`src/sfr_pkg.sv`:
```
// ----------------------------------------------------------------------------
// sfr_pkg
// Shared types and constants of the scrambled frame receiver.
// ----------------------------------------------------------------------------
`default_nettype none

package sfr_pkg;

    // configuration port
    localparam int unsigned ADDR_W = 3;
    localparam int unsigned DATA_W = 32;
    localparam logic        REG_RATE_LIMIT = 1'b0;
    localparam logic        REG_IDLE_LIMIT = 1'b1;

    localparam logic [15:0] RATE_LIMIT_RST = 16'd100;
    localparam logic [7:0]  IDLE_LIMIT_RST = 8'd60;

    // framing
    localparam logic [15:0] HEADER_BYTES   = 16'd2;
    localparam logic [15:0] MIN_TOTAL_LEN  = 16'd8;
    localparam logic [15:0] IDX_ORDER_LO   = 16'd2;
    localparam logic [15:0] IDX_ORDER_HI   = 16'd3;
    localparam logic [15:0] IDX_ID_LO      = 16'd4;
    localparam logic [15:0] IDX_ID_HI      = 16'd5;
    localparam logic [15:0] BODY_HEAD      = 16'd6;
    localparam logic [15:0] SUM_GOOD       = 16'hFFFF;
    localparam logic [15:0] FRAMES_MAX     = 16'hFFFF;
    localparam logic [7:0]  IDLE_MAX       = 8'hFF;

    localparam logic        CMD_BYTE = 1'b0;

    typedef enum logic [1:0] {
        KIND_PAYLOAD  = 2'd0,
        KIND_FRAME_OK = 2'd1,
        KIND_ERROR    = 2'd2
    } t_kind;

    typedef enum logic [2:0] {
        ERR_NONE     = 3'd0,
        ERR_LENGTH   = 3'd1,
        ERR_CHECKSUM = 3'd2,
        ERR_ORDER    = 3'd3,
        ERR_RATE     = 3'd4,
        ERR_IDLE     = 3'd5
    } t_err;

    typedef enum logic [2:0] {
        PH_LEN_LO = 3'b001,
        PH_LEN_HI = 3'b010,
        PH_BODY   = 3'b100
    } t_phase;

    typedef struct packed {
        t_kind       kind;
        logic [7:0]  payload_byte;
        logic [15:0] frame_id;
        t_err        error_code;
        logic        last;
    } t_result;

    // results produced by one transaction, in order
    typedef struct packed {
        logic [1:0] count;
        t_result    first;
        t_result    second;
    } t_push;

    typedef struct packed {
        logic [15:0] frame_rate_limit;
        logic [7:0]  idle_limit_seconds;
    } t_cfg;

    function automatic t_result make_result(t_kind kind, logic [7:0] pb,
                                            logic [15:0] mid, t_err err,
                                            logic last);
        t_result r;
        r.kind         = kind;
        r.payload_byte = pb;
        r.frame_id     = mid;
        r.error_code   = err;
        r.last         = last;
        return r;
    endfunction

endpackage

`default_nettype wire

```
`src/sfr_regs.sv`:
```
// ----------------------------------------------------------------------------
// sfr_regs
// Configuration registers behind a simple APB-style port.
// ----------------------------------------------------------------------------
`default_nettype none

module sfr_regs
    import sfr_pkg::*;
(
    input  wire logic              i_clk,
    input  wire logic              i_rst_n,
    input  wire logic              psel,
    input  wire logic              penable,
    input  wire logic              pwrite,
    input  wire logic [ADDR_W-1:0] paddr,
    input  wire logic [DATA_W-1:0] pwdata,
    output logic      [DATA_W-1:0] prdata,
    output logic                   pready,
    output t_cfg                   o_cfg
);

    t_cfg r_cfg;
    logic w_write;

    assign pready  = 1'b1;
    assign w_write = psel && penable && pwrite;

    always_ff @(posedge i_clk) begin
        if (!i_rst_n) begin
            r_cfg.frame_rate_limit   <= RATE_LIMIT_RST;
            r_cfg.idle_limit_seconds <= IDLE_LIMIT_RST;
        end else if (w_write) begin
            if (paddr[2] == REG_RATE_LIMIT) begin
                r_cfg.frame_rate_limit <= pwdata[15:0];
            end else begin
                r_cfg.idle_limit_seconds <= pwdata[7:0];
            end
        end
    end

    always_comb begin
        if (paddr[2] == REG_IDLE_LIMIT) begin
            prdata = {24'd0, r_cfg.idle_limit_seconds};
        end else begin
            prdata = {16'd0, r_cfg.frame_rate_limit};
        end
    end

    assign o_cfg = r_cfg;

endmodule

`default_nettype wire

```
`src/sfr_core.sv`:
```
// ----------------------------------------------------------------------------
// sfr_core
// Input register plus the per-item deframing, descramble, checksum and rate/idle policing logic.
// ----------------------------------------------------------------------------
`default_nettype none

module sfr_core
    import sfr_pkg::*;
(
    input  wire logic       i_clk,
    input  wire logic       i_rst_n,
    input  wire logic       i_valid,
    output logic            o_stall,
    input  wire logic       i_cmd,
    input  wire logic [7:0] i_rx_byte,
    input  wire t_cfg       i_cfg,
    input  wire logic       i_room,
    output t_push           o_push,
    output logic            o_dead
);

    logic        r_in_valid;
    logic        r_cmd;
    logic [7:0]  r_rx_byte;

    t_phase      r_phase,          n_phase;
    logic [7:0]  r_length_low,     n_length_low;
    logic [15:0] r_body_remaining, n_body_remaining;
    logic [15:0] r_body_index,     n_body_index;
    logic [7:0]  r_seed,           n_seed;
    logic [15:0] r_sum,            n_sum;
    logic [7:0]  r_pending,        n_pending;
    logic [15:0] r_expected,       n_expected;
    logic [15:0] r_order,          n_order;
    logic [15:0] r_id,             n_id;
    logic [15:0] r_frames,         n_frames;
    logic [7:0]  r_idle,           n_idle;
    logic        r_seen,           n_seen;
    logic        r_dead,           n_dead;

    logic w_advance;

    assign o_stall   = r_in_valid && !i_room;
    assign w_advance = r_in_valid && i_room;
    assign o_dead    = r_dead;

    always_ff @(posedge i_clk) begin
        if (!i_rst_n) begin
            r_in_valid <= 1'b0;
        end else if (!o_stall) begin
            r_in_valid <= i_valid;
        end
    end

    always_ff @(posedge i_clk) begin
        if (i_valid && !o_stall) begin
            r_cmd     <= i_cmd;
            r_rx_byte <= i_rx_byte;
        end
    end

    always_comb begin
        logic [15:0] v_total;
        logic [7:0]  v_plain;
        logic [15:0] v_add;
        logic [16:0] v_sum17;
        logic [7:0]  v_idle_inc;
        logic        v_has_pay;
        logic        v_has_verdict;
        t_result     v_pay;
        t_result     v_verdict;

        n_phase          = r_phase;
        n_length_low     = r_length_low;
        n_body_remaining = r_body_remaining;
        n_body_index     = r_body_index;
        n_seed           = r_seed;
        n_sum            = r_sum;
        n_pending        = r_pending;
        n_expected       = r_expected;
        n_order          = r_order;
        n_id             = r_id;
        n_frames         = r_frames;
        n_idle           = r_idle;
        n_seen           = r_seen;
        n_dead           = r_dead;
        o_push           = '0;

        v_total       = {r_rx_byte, r_length_low};
        v_plain       = r_rx_byte ^ r_seed;
        v_add         = r_body_index[0] ? {v_plain, 8'd0} : {8'd0, v_plain};
        v_sum17       = {1'b0, r_sum} + {1'b0, v_add};
        v_idle_inc    = (r_idle == IDLE_MAX) ? r_idle : r_idle + 8'd1;
        v_has_pay     = 1'b0;
        v_has_verdict = 1'b0;
        v_pay         = '0;
        v_verdict     = '0;

        if (w_advance && !r_dead) begin
            if (r_cmd != CMD_BYTE) begin
                // one-second tick
                if (r_frames > i_cfg.frame_rate_limit) begin
                    n_dead       = 1'b1;
                    n_phase      = PH_LEN_LO;
                    o_push.count = 2'd1;
                    o_push.first = make_result(KIND_ERROR, 8'd0, 16'd0, ERR_RATE, 1'b1);
                end else begin
                    n_frames = '0;
                    if (r_seen) begin
                        n_idle = v_idle_inc;
                        if (v_idle_inc > i_cfg.idle_limit_seconds) begin
                            n_dead       = 1'b1;
                            n_phase      = PH_LEN_LO;
                            o_push.count = 2'd1;
                            o_push.first = make_result(KIND_ERROR, 8'd0, 16'd0,
                                                       ERR_IDLE, 1'b1);
                        end
                    end
                end
            end else begin
                case (r_phase)
                    PH_LEN_HI: begin
                        if (v_total < MIN_TOTAL_LEN) begin
                            n_dead       = 1'b1;
                            n_phase      = PH_LEN_LO;
                            o_push.count = 2'd1;
                            o_push.first = make_result(KIND_ERROR, 8'd0, 16'd0,
                                                       ERR_LENGTH, 1'b1);
                        end else begin
                            n_body_remaining = v_total - HEADER_BYTES;
                            n_body_index     = '0;
                            n_sum            = '0;
                            n_phase          = PH_BODY;
                        end
                    end
                    PH_BODY: begin
                        n_seed = r_seed + v_plain;
                        // end-around carry
                        n_sum  = v_sum17[16] ? v_sum17[15:0] + 16'd1 : v_sum17[15:0];
                        if (r_body_index == IDX_ORDER_LO || r_body_index == IDX_ID_LO) begin
                            n_pending = v_plain;
                        end else if (r_body_index == IDX_ORDER_HI) begin
                            n_order = {v_plain, r_pending};
                        end else if (r_body_index == IDX_ID_HI) begin
                            n_id = {v_plain, r_pending};
                        end
                        n_body_index     = r_body_index + 16'd1;
                        n_body_remaining = (r_body_remaining != '0) ?
                                           r_body_remaining - 16'd1 : '0;
                        if (r_body_index >= BODY_HEAD) begin
                            v_has_pay = 1'b1;
                            v_pay     = make_result(KIND_PAYLOAD, v_plain, 16'd0, ERR_NONE,
                                                    n_body_remaining != '0);
                        end
                        if (n_body_remaining == '0) begin
                            v_has_verdict = 1'b1;
                            n_phase       = PH_LEN_LO;
                            if (n_sum != SUM_GOOD) begin
                                n_dead    = 1'b1;
                                v_verdict = make_result(KIND_ERROR, 8'd0, 16'd0,
                                                        ERR_CHECKSUM, 1'b1);
                            end else if (n_order != r_expected) begin
                                n_dead    = 1'b1;
                                v_verdict = make_result(KIND_ERROR, 8'd0, 16'd0,
                                                        ERR_ORDER, 1'b1);
                            end else begin
                                n_expected = r_expected + 16'd1;
                                n_frames   = (r_frames == FRAMES_MAX) ?
                                             r_frames : r_frames + 16'd1;
                                n_idle     = '0;
                                n_seen     = 1'b1;
                                v_verdict  = make_result(KIND_FRAME_OK, 8'd0, n_id,
                                                         ERR_NONE, 1'b1);
                            end
                        end
                        if (v_has_pay) begin
                            o_push.first  = v_pay;
                            o_push.second = v_verdict;
                            o_push.count  = v_has_verdict ? 2'd2 : 2'd1;
                        end else begin
                            o_push.first  = v_verdict;
                            o_push.count  = {1'b0, v_has_verdict};
                        end
                    end
                    default: begin
                        n_length_low = r_rx_byte;
                        n_phase      = PH_LEN_HI;
                    end
                endcase
            end
        end
    end

    always_ff @(posedge i_clk) begin
        if (!i_rst_n) begin
            r_phase          <= PH_LEN_LO;
            r_length_low     <= '0;
            r_body_remaining <= '0;
            r_body_index     <= '0;
            r_seed           <= '0;
            r_sum            <= '0;
            r_pending        <= '0;
            r_expected       <= '0;
            r_order          <= '0;
            r_id             <= '0;
            r_frames         <= '0;
            r_idle           <= '0;
            r_seen           <= 1'b0;
            r_dead           <= 1'b0;
        end else begin
            r_phase          <= n_phase;
            r_length_low     <= n_length_low;
            r_body_remaining <= n_body_remaining;
            r_body_index     <= n_body_index;
            r_seed           <= n_seed;
            r_sum            <= n_sum;
            r_pending        <= n_pending;
            r_expected       <= n_expected;
            r_order          <= n_order;
            r_id             <= n_id;
            r_frames         <= n_frames;
            r_idle           <= n_idle;
            r_seen           <= n_seen;
            r_dead           <= n_dead;
        end
    end

endmodule

`default_nettype wire

```
`src/sfr_outq.sv`:
```
// ----------------------------------------------------------------------------
// sfr_outq
// Result queue: takes up to two results per cycle, hands out one per cycle while not stalled.
// ----------------------------------------------------------------------------
`default_nettype none

module sfr_outq
    import sfr_pkg::*;
#(
    parameter int unsigned DEPTH = 4
) (
    input  wire logic  i_clk,
    input  wire logic  i_rst_n,
    input  wire t_push i_push,
    output logic       o_room,
    output logic       o_valid,
    input  wire logic  i_stall,
    output t_result    o_result
);

    localparam int unsigned PW = (DEPTH > 1) ? $clog2(DEPTH) : 1;
    localparam int unsigned CW = $clog2(DEPTH + 1);

    t_result         r_mem [DEPTH];
    logic [PW-1:0]   r_wptr, n_wptr;
    logic [PW-1:0]   r_rptr, n_rptr;
    logic [CW-1:0]   r_count, n_count;
    logic [PW-1:0]   w_wptr_inc;
    logic            w_pop;

    function automatic logic [PW-1:0] ptr_inc(logic [PW-1:0] p);
        return (p == PW'(DEPTH - 1)) ? '0 : p + PW'(1);
    endfunction

    assign o_valid    = (r_count != '0);
    assign o_result   = r_mem[r_rptr];
    assign w_pop      = o_valid && !i_stall;
    // leave space for the two results of a frame's final byte
    assign o_room     = (r_count <= CW'(DEPTH - 2));
    assign w_wptr_inc = ptr_inc(r_wptr);

    always_comb begin
        n_wptr  = r_wptr;
        n_rptr  = w_pop ? ptr_inc(r_rptr) : r_rptr;
        n_count = r_count + CW'(i_push.count) - CW'(w_pop);
        if (i_push.count == 2'd1) begin
            n_wptr = w_wptr_inc;
        end else if (i_push.count == 2'd2) begin
            n_wptr = ptr_inc(w_wptr_inc);
        end
    end

    always_ff @(posedge i_clk) begin
        if (i_push.count != 2'd0) begin
            r_mem[r_wptr] <= i_push.first;
        end
        if (i_push.count == 2'd2) begin
            r_mem[w_wptr_inc] <= i_push.second;
        end
    end

    always_ff @(posedge i_clk) begin
        if (!i_rst_n) begin
            r_wptr  <= '0;
            r_rptr  <= '0;
            r_count <= '0;
        end else begin
            r_wptr  <= n_wptr;
            r_rptr  <= n_rptr;
            r_count <= n_count;
        end
    end

endmodule

`default_nettype wire

```
`src/scrambled_frame_receiver_unit.sv`:
```
// ----------------------------------------------------------------------------
// scrambled_frame_receiver_unit
// Deframer for a scrambled, length-prefixed stream with checksum, sequence
// and rate/idle policing.
// ----------------------------------------------------------------------------
// path: a result is offered once its transaction has passed the input register
// and then been written into the result queue
// throughput: one input transaction per cycle while not stalled; a frame's final
// byte can yield two results (its payload byte and the verdict), and the input
// stalls while the result queue has fewer than two free entries
// reset: synchronous active low; clears the control state, loads limits 100 and 60
`default_nettype none

module scrambled_frame_receiver_unit
    import sfr_pkg::*;
#(
    parameter int unsigned OUT_DEPTH = 4
) (
    input  wire logic              i_clk,
    input  wire logic              i_rst_n,
    input  wire logic              i_in_valid,
    output logic                   o_in_stall,
    input  wire logic              i_cmd,
    input  wire logic [7:0]        i_rx_byte,
    output logic                   o_out_valid,
    input  wire logic              i_out_stall,
    output logic [1:0]             o_kind,
    output logic [7:0]             o_payload_byte,
    output logic [15:0]            o_frame_id,
    output logic [2:0]             o_error_code,
    output logic                   o_last,
    input  wire logic              psel,
    input  wire logic              penable,
    input  wire logic              pwrite,
    input  wire logic [ADDR_W-1:0] paddr,
    input  wire logic [DATA_W-1:0] pwdata,
    output logic      [DATA_W-1:0] prdata,
    output logic                   pready
);

    t_cfg    w_cfg;
    t_push   w_push;
    t_result w_head;
    logic    w_room;
    logic    w_dead;

    sfr_regs u_regs (
        .i_clk   (i_clk),
        .i_rst_n (i_rst_n),
        .psel    (psel),
        .penable (penable),
        .pwrite  (pwrite),
        .paddr   (paddr),
        .pwdata  (pwdata),
        .prdata  (prdata),
        .pready  (pready),
        .o_cfg   (w_cfg)
    );

    sfr_core u_core (
        .i_clk     (i_clk),
        .i_rst_n   (i_rst_n),
        .i_valid   (i_in_valid),
        .o_stall   (o_in_stall),
        .i_cmd     (i_cmd),
        .i_rx_byte (i_rx_byte),
        .i_cfg     (w_cfg),
        .i_room    (w_room),
        .o_push    (w_push),
        .o_dead    (w_dead)
    );

    sfr_outq #(
        .DEPTH (OUT_DEPTH)
    ) u_outq (
        .i_clk    (i_clk),
        .i_rst_n  (i_rst_n),
        .i_push   (w_push),
        .o_room   (w_room),
        .o_valid  (o_out_valid),
        .i_stall  (i_out_stall),
        .o_result (w_head)
    );

    assign o_kind         = w_head.kind;
    assign o_payload_byte = w_head.payload_byte;
    assign o_frame_id     = w_head.frame_id;
    assign o_error_code   = w_head.error_code;
    assign o_last         = w_head.last;

    // a closed connection produces nothing more
    a_dead_silent: assert property (@(posedge i_clk) disable iff (!i_rst_n)
        w_dead |-> (w_push.count == 2'd0))
        else $error("result produced on a closed connection");

    // an error report always ends its transaction
    a_error_last: assert property (@(posedge i_clk) disable iff (!i_rst_n)
        (o_out_valid && o_kind == KIND_ERROR) |-> o_last)
        else $error("error result not marked last");

    // error code only travels with an error report
    a_code_kind: assert property (@(posedge i_clk) disable iff (!i_rst_n)
        (o_out_valid && o_kind != KIND_ERROR) |-> (o_error_code == ERR_NONE))
        else $error("error code on a non-error result");

    // once an error is delivered, the connection stays closed
    a_error_kills: assert property (@(posedge i_clk) disable iff (!i_rst_n)
        (o_out_valid && !i_out_stall && o_kind == KIND_ERROR) |=> w_dead)
        else $error("connection still open after an error");

endmodule

`default_nettype wire

```
`config.mk`:
```
export PLATFORM = sky130hd
export DESIGN_NAME = scrambled_frame_receiver_unit
export DESIGN_NICKNAME = d
export VERILOG_FILES = /design/src/sfr_pkg.sv /design/src/sfr_regs.sv /design/src/sfr_core.sv /design/src/sfr_outq.sv /design/src/scrambled_frame_receiver_unit.sv
export SDC_FILE = /design/constraint.sdc
export NUM_CORES = 1
export LEC_CHECK = 0
export BUFFER_PORTS_ARGS = -buffer_cell sky130_fd_sc_hd__buf_2
export CAP_MARGIN = 20
export CELL_PAD_IN_SITES_DETAIL_PLACEMENT = 2
export CELL_PAD_IN_SITES_GLOBAL_PLACEMENT = 2
export CORE_ASPECT_RATIO = 2
export CORE_MARGIN = 5
export CORE_UTILIZATION = 40
export DETAILED_ROUTE_END_ITERATION = 10
export PLACE_DENSITY_LB_ADDON = 0.1
export SKIP_LAST_GASP = 1
export SLEW_MARGIN = 20
export SYNTH_ARGS = -nofsm -noshare
export SYNTH_HDL_FRONTEND = slang
export SYNTH_SLANG_ARGS = --single-unit
```
`constraint.sdc`:
```
create_clock -name i_clk -period 7 [get_ports i_clk]
set_input_delay 1.75 -clock i_clk [delete_from_list [all_inputs] [get_ports i_clk]]
set_output_delay 1.75 -clock i_clk [all_outputs]
set_load 0.01 [all_outputs]
```
==> results.cfg <==
[global_routing]
grt_usage_pct = 25.7
grt_max_degree = 84
antenna_found_initial = 0
grt_pass1_wl_um = 95800
grt_overflow = 0
grt_pass1_vias = 17100

[power]
power.switching_mw = 1.15
power_frac_seq_pct = 44.7
peakVddDrop_v = 0.000148
swShare_pct = 26.8
internal_power_mw = 3.13
leakage_nw = 6.80
power_frac_clock_pct = 43.0
pwr-share-comb_pct = 12.3
p_per_area_nw_per_um2 = 224
power.total_mw = 4.28

[timing]
fin_setup_tns_ps = 0
setup_ws_ps = 1090
drv_slew = 0
hold_viol = 0
worst_slew_pin_slew_ps = 1100
hold_slack_ps = 453
fmax_mhz = 169
finalSetupViolCount = 0
relSlewSlack_pct = 25.9
min_period_over_period_pct = 84.5
clock_skew_ps = 18.1
period_needed_ps = 5910
rsz0062_at_grt = false

[final_layout]
nets = 2094
final_util_pct = 45.0
n_fill_cell = 4651
final_cell_mix = nor2_1, nand2_1, dfxtp_1, a21oi_1, o21ai_0
final_cells = 2541
final_common_cell = nor2_1
layout-drive-gt1-share_pct = 12.5
fin_area_um2 = 19100
diodes = 0
area_delta_synth_final_pct = 11.5

[floorplanning]
start_util_pct = 40.3
core_um2 = 42400
die_x_um = 156
dieArea_um2 = 47300
die_h_um = 303
num_io_pins = 116
num_rows = 107

[logic_synthesis]
synth_area_leaders = dfxtp_1, edfxtp_1, nor2_1
synth-async-reset-ratio_pct = 0
synth_top_cell_by_area = dfxtp_1
synth_ff_type = dfxtp_1
ys_warn_count = 0
synth_edf_count = 93
synth_cell_type_count = 95
syn_avg_cell_area_um2 = 8.86
synth_area_um2 = 17100
yosysSeqAreaShare_pct = 41.9
ys_seq_elements = 312
synth_cells = 1931
yosysTopAreaCellShare_pct = 25.6

[route]
drt-total-wl_um = 61300
drc_errors = 0
drtIter0Drc = 490
firstDrtPassIters = 5
drt-vias-per-instance = 5.85
routed-via-count = 14900
post_drt_wl_per_cell_um = 24.1
ant_nets = 0

[clock_tree]
cts_setup_buffers = 0
htree_levels = 1
cts_hold_buf = 0
cts_tree = built
worstSkewPairLatency_ps = 590
clock_path_buffers = 3
cts_resized = 0
root_buffer = clkbuf_16
clock_sinks = 312
numCtsBuffers = 31
path_clk_slew_ps = 70

[worst_setup_path]
crit_arrival_ps = 6400
startpoint_type = flop
cp.required_ps = 7490
path_max_fanout = 25
crit_type = reg -> reg
rrSetupSlack_ps = 1090
cp-end-kind = flop

[placed_design]
place_ws_ps = 1040
dpl-instance-area_um2 = 18000
gp_congestion = 0.898
place_inst = 2483
hpwl_um = 46700
portBuffers = 80

[job]
cap_violations = 0

[status]
status = complete, no violations

[min_path]
hold_path.class = reg -> reg
-- Yosys cell counts, types with 7 or more instances --
| library cell | instances |
|---|---|
| xor2_1 | 26 |
| a21o_1 | 8 |
| nor2b_1 | 18 |
| buf_4 | 18 |
| nand2_1 | 240 |
| nand3b_1 | 7 |
| and3_1 | 21 |
| edfxtp_1 | 93 |
| o21a_1 | 12 |
| nand2b_1 | 20 |
| nand3_1 | 70 |
| mux2_2 | 7 |
| o22ai_1 | 11 |
| nor4_2 | 9 |
| a22o_1 | 10 |
| nor3_1 | 27 |
| or4_1 | 21 |
| nor2_1 | 254 |
| dfxtp_1 | 219 |
| nand4_1 | 20 |
| ha_1 | 70 |
| a22oi_1 | 17 |
| inv_1 | 74 |
| and2_1 | 11 |
| mux2i_1 | 23 |
| a21oi_1 | 133 |
| o31ai_1 | 20 |
| clkbuf_1 | 84 |
| a211oi_1 | 29 |
| buf_2 | 9 |
| nor4_1 | 14 |
| o21ai_0 | 99 |
| xnor2_1 | 60 |
| o211ai_1 | 15 |
| or3_1 | 18 |
| mux4_2 | 30 |
-- final cells by class --
class / count / area, um^2 / area share [%]
inverters: 77 / 292 / 1.53
clock buffers: 35 / 853 / 4.47
multi-input cells: 1439 / 9190 / 48.2
flip-flops and latches: 312 / 7180 / 37.6
repair buffers: 110 / 626 / 3.28
well taps: 545 / 682 / 3.57
clock inverters: 23 / 260 / 1.36
-- per-layer routing --
layer / vias to the layer above / global-route usage [%] / routed length [um]
met3: 120 / 1.98 / 1390
met5: - / 0 / 0
met4: 0 / 11.0 / 2910
met2: 230 / 54.5 / 36500
met1: 7568 / 23.9 / 20500
li1: 6945 / - / -
-- sequential cells by signal (all words and copies together) (netlist names), 2 cells and up, named ones only --
signal / flops
u_outq.r_rptr: 2
u_core.r_length_low: 8
u_outq.r_mem: 120
u_core.r_body_remaining: 16
u_core.r_phase: 3
u_core.r_frames: 16
u_core.r_rx_byte: 8
u_core.r_sum: 16
u_core.r_expected: 16
u_outq.r_count: 3
u_core.r_idle: 8
u_core.r_seed: 8
u_core.r_body_index: 16
u_regs.o_cfg: 24
u_core.r_pending: 8
u_core.r_order: 16
u_outq.r_wptr: 2
u_core.r_id: 16
-- power by group through the flow --
stage	sequential [mW]	clock, mW	combinational, mW
floorplan	1.94	0	0.367
global placement	1.95	0	0.516
detailed placement	1.95	0	0.537
CTS	1.91	1.88	0.541
global route	1.92	1.96	0.576
finish	1.91	1.84	0.529
-- worst max-delay path: stages (launching register included) --
cell	delay, ps
edfxtp_1	440
inv_1	200
ha_1	430
nor2_1	270
ha_1	250
inv_1	70
fa_1	400
xnor2_1	480
nand3_1	170
nor3_1	300
and4_1	460
nand3_2	100
mux2_2	290
o21a_1	230
or4_1	980
or4_1	580
a21oi_1	160
-- kinds of logic after synthesis --
logic type,after synthesis,share of synthesized area [%]
AOI/OAI and AO/OA,421,15.8
buffers and inverters,195,4.87
DFF,312,41.9
adders and majority gates,72,5.35
xor gates and xnor gates,87,4.53
muxes,60,5.75
other,2,0.0439
and+or+nand+nor,782,21.7
-- path summary, 6_finish.rpt --
check,to,from,cells after the start
max reg2reg,u_core.r_expected[14]$_SDFFE_PN0P_,u_core.r_rx_byte[0]$_DFFE_PP_,16
min,u_outq.r_mem[2][23]$_SDFFE_PP0P_,u_outq.r_mem[2][23]$_SDFFE_PP0P_,2
max,u_core.r_expected[14]$_SDFFE_PN0P_,u_core.r_rx_byte[0]$_DFFE_PP_,16
min reg2reg,u_outq.r_mem[2][23]$_SDFFE_PP0P_,u_outq.r_mem[2][23]$_SDFFE_PP0P_,2
Note: power is estimated with default switching activity, not from simulation.
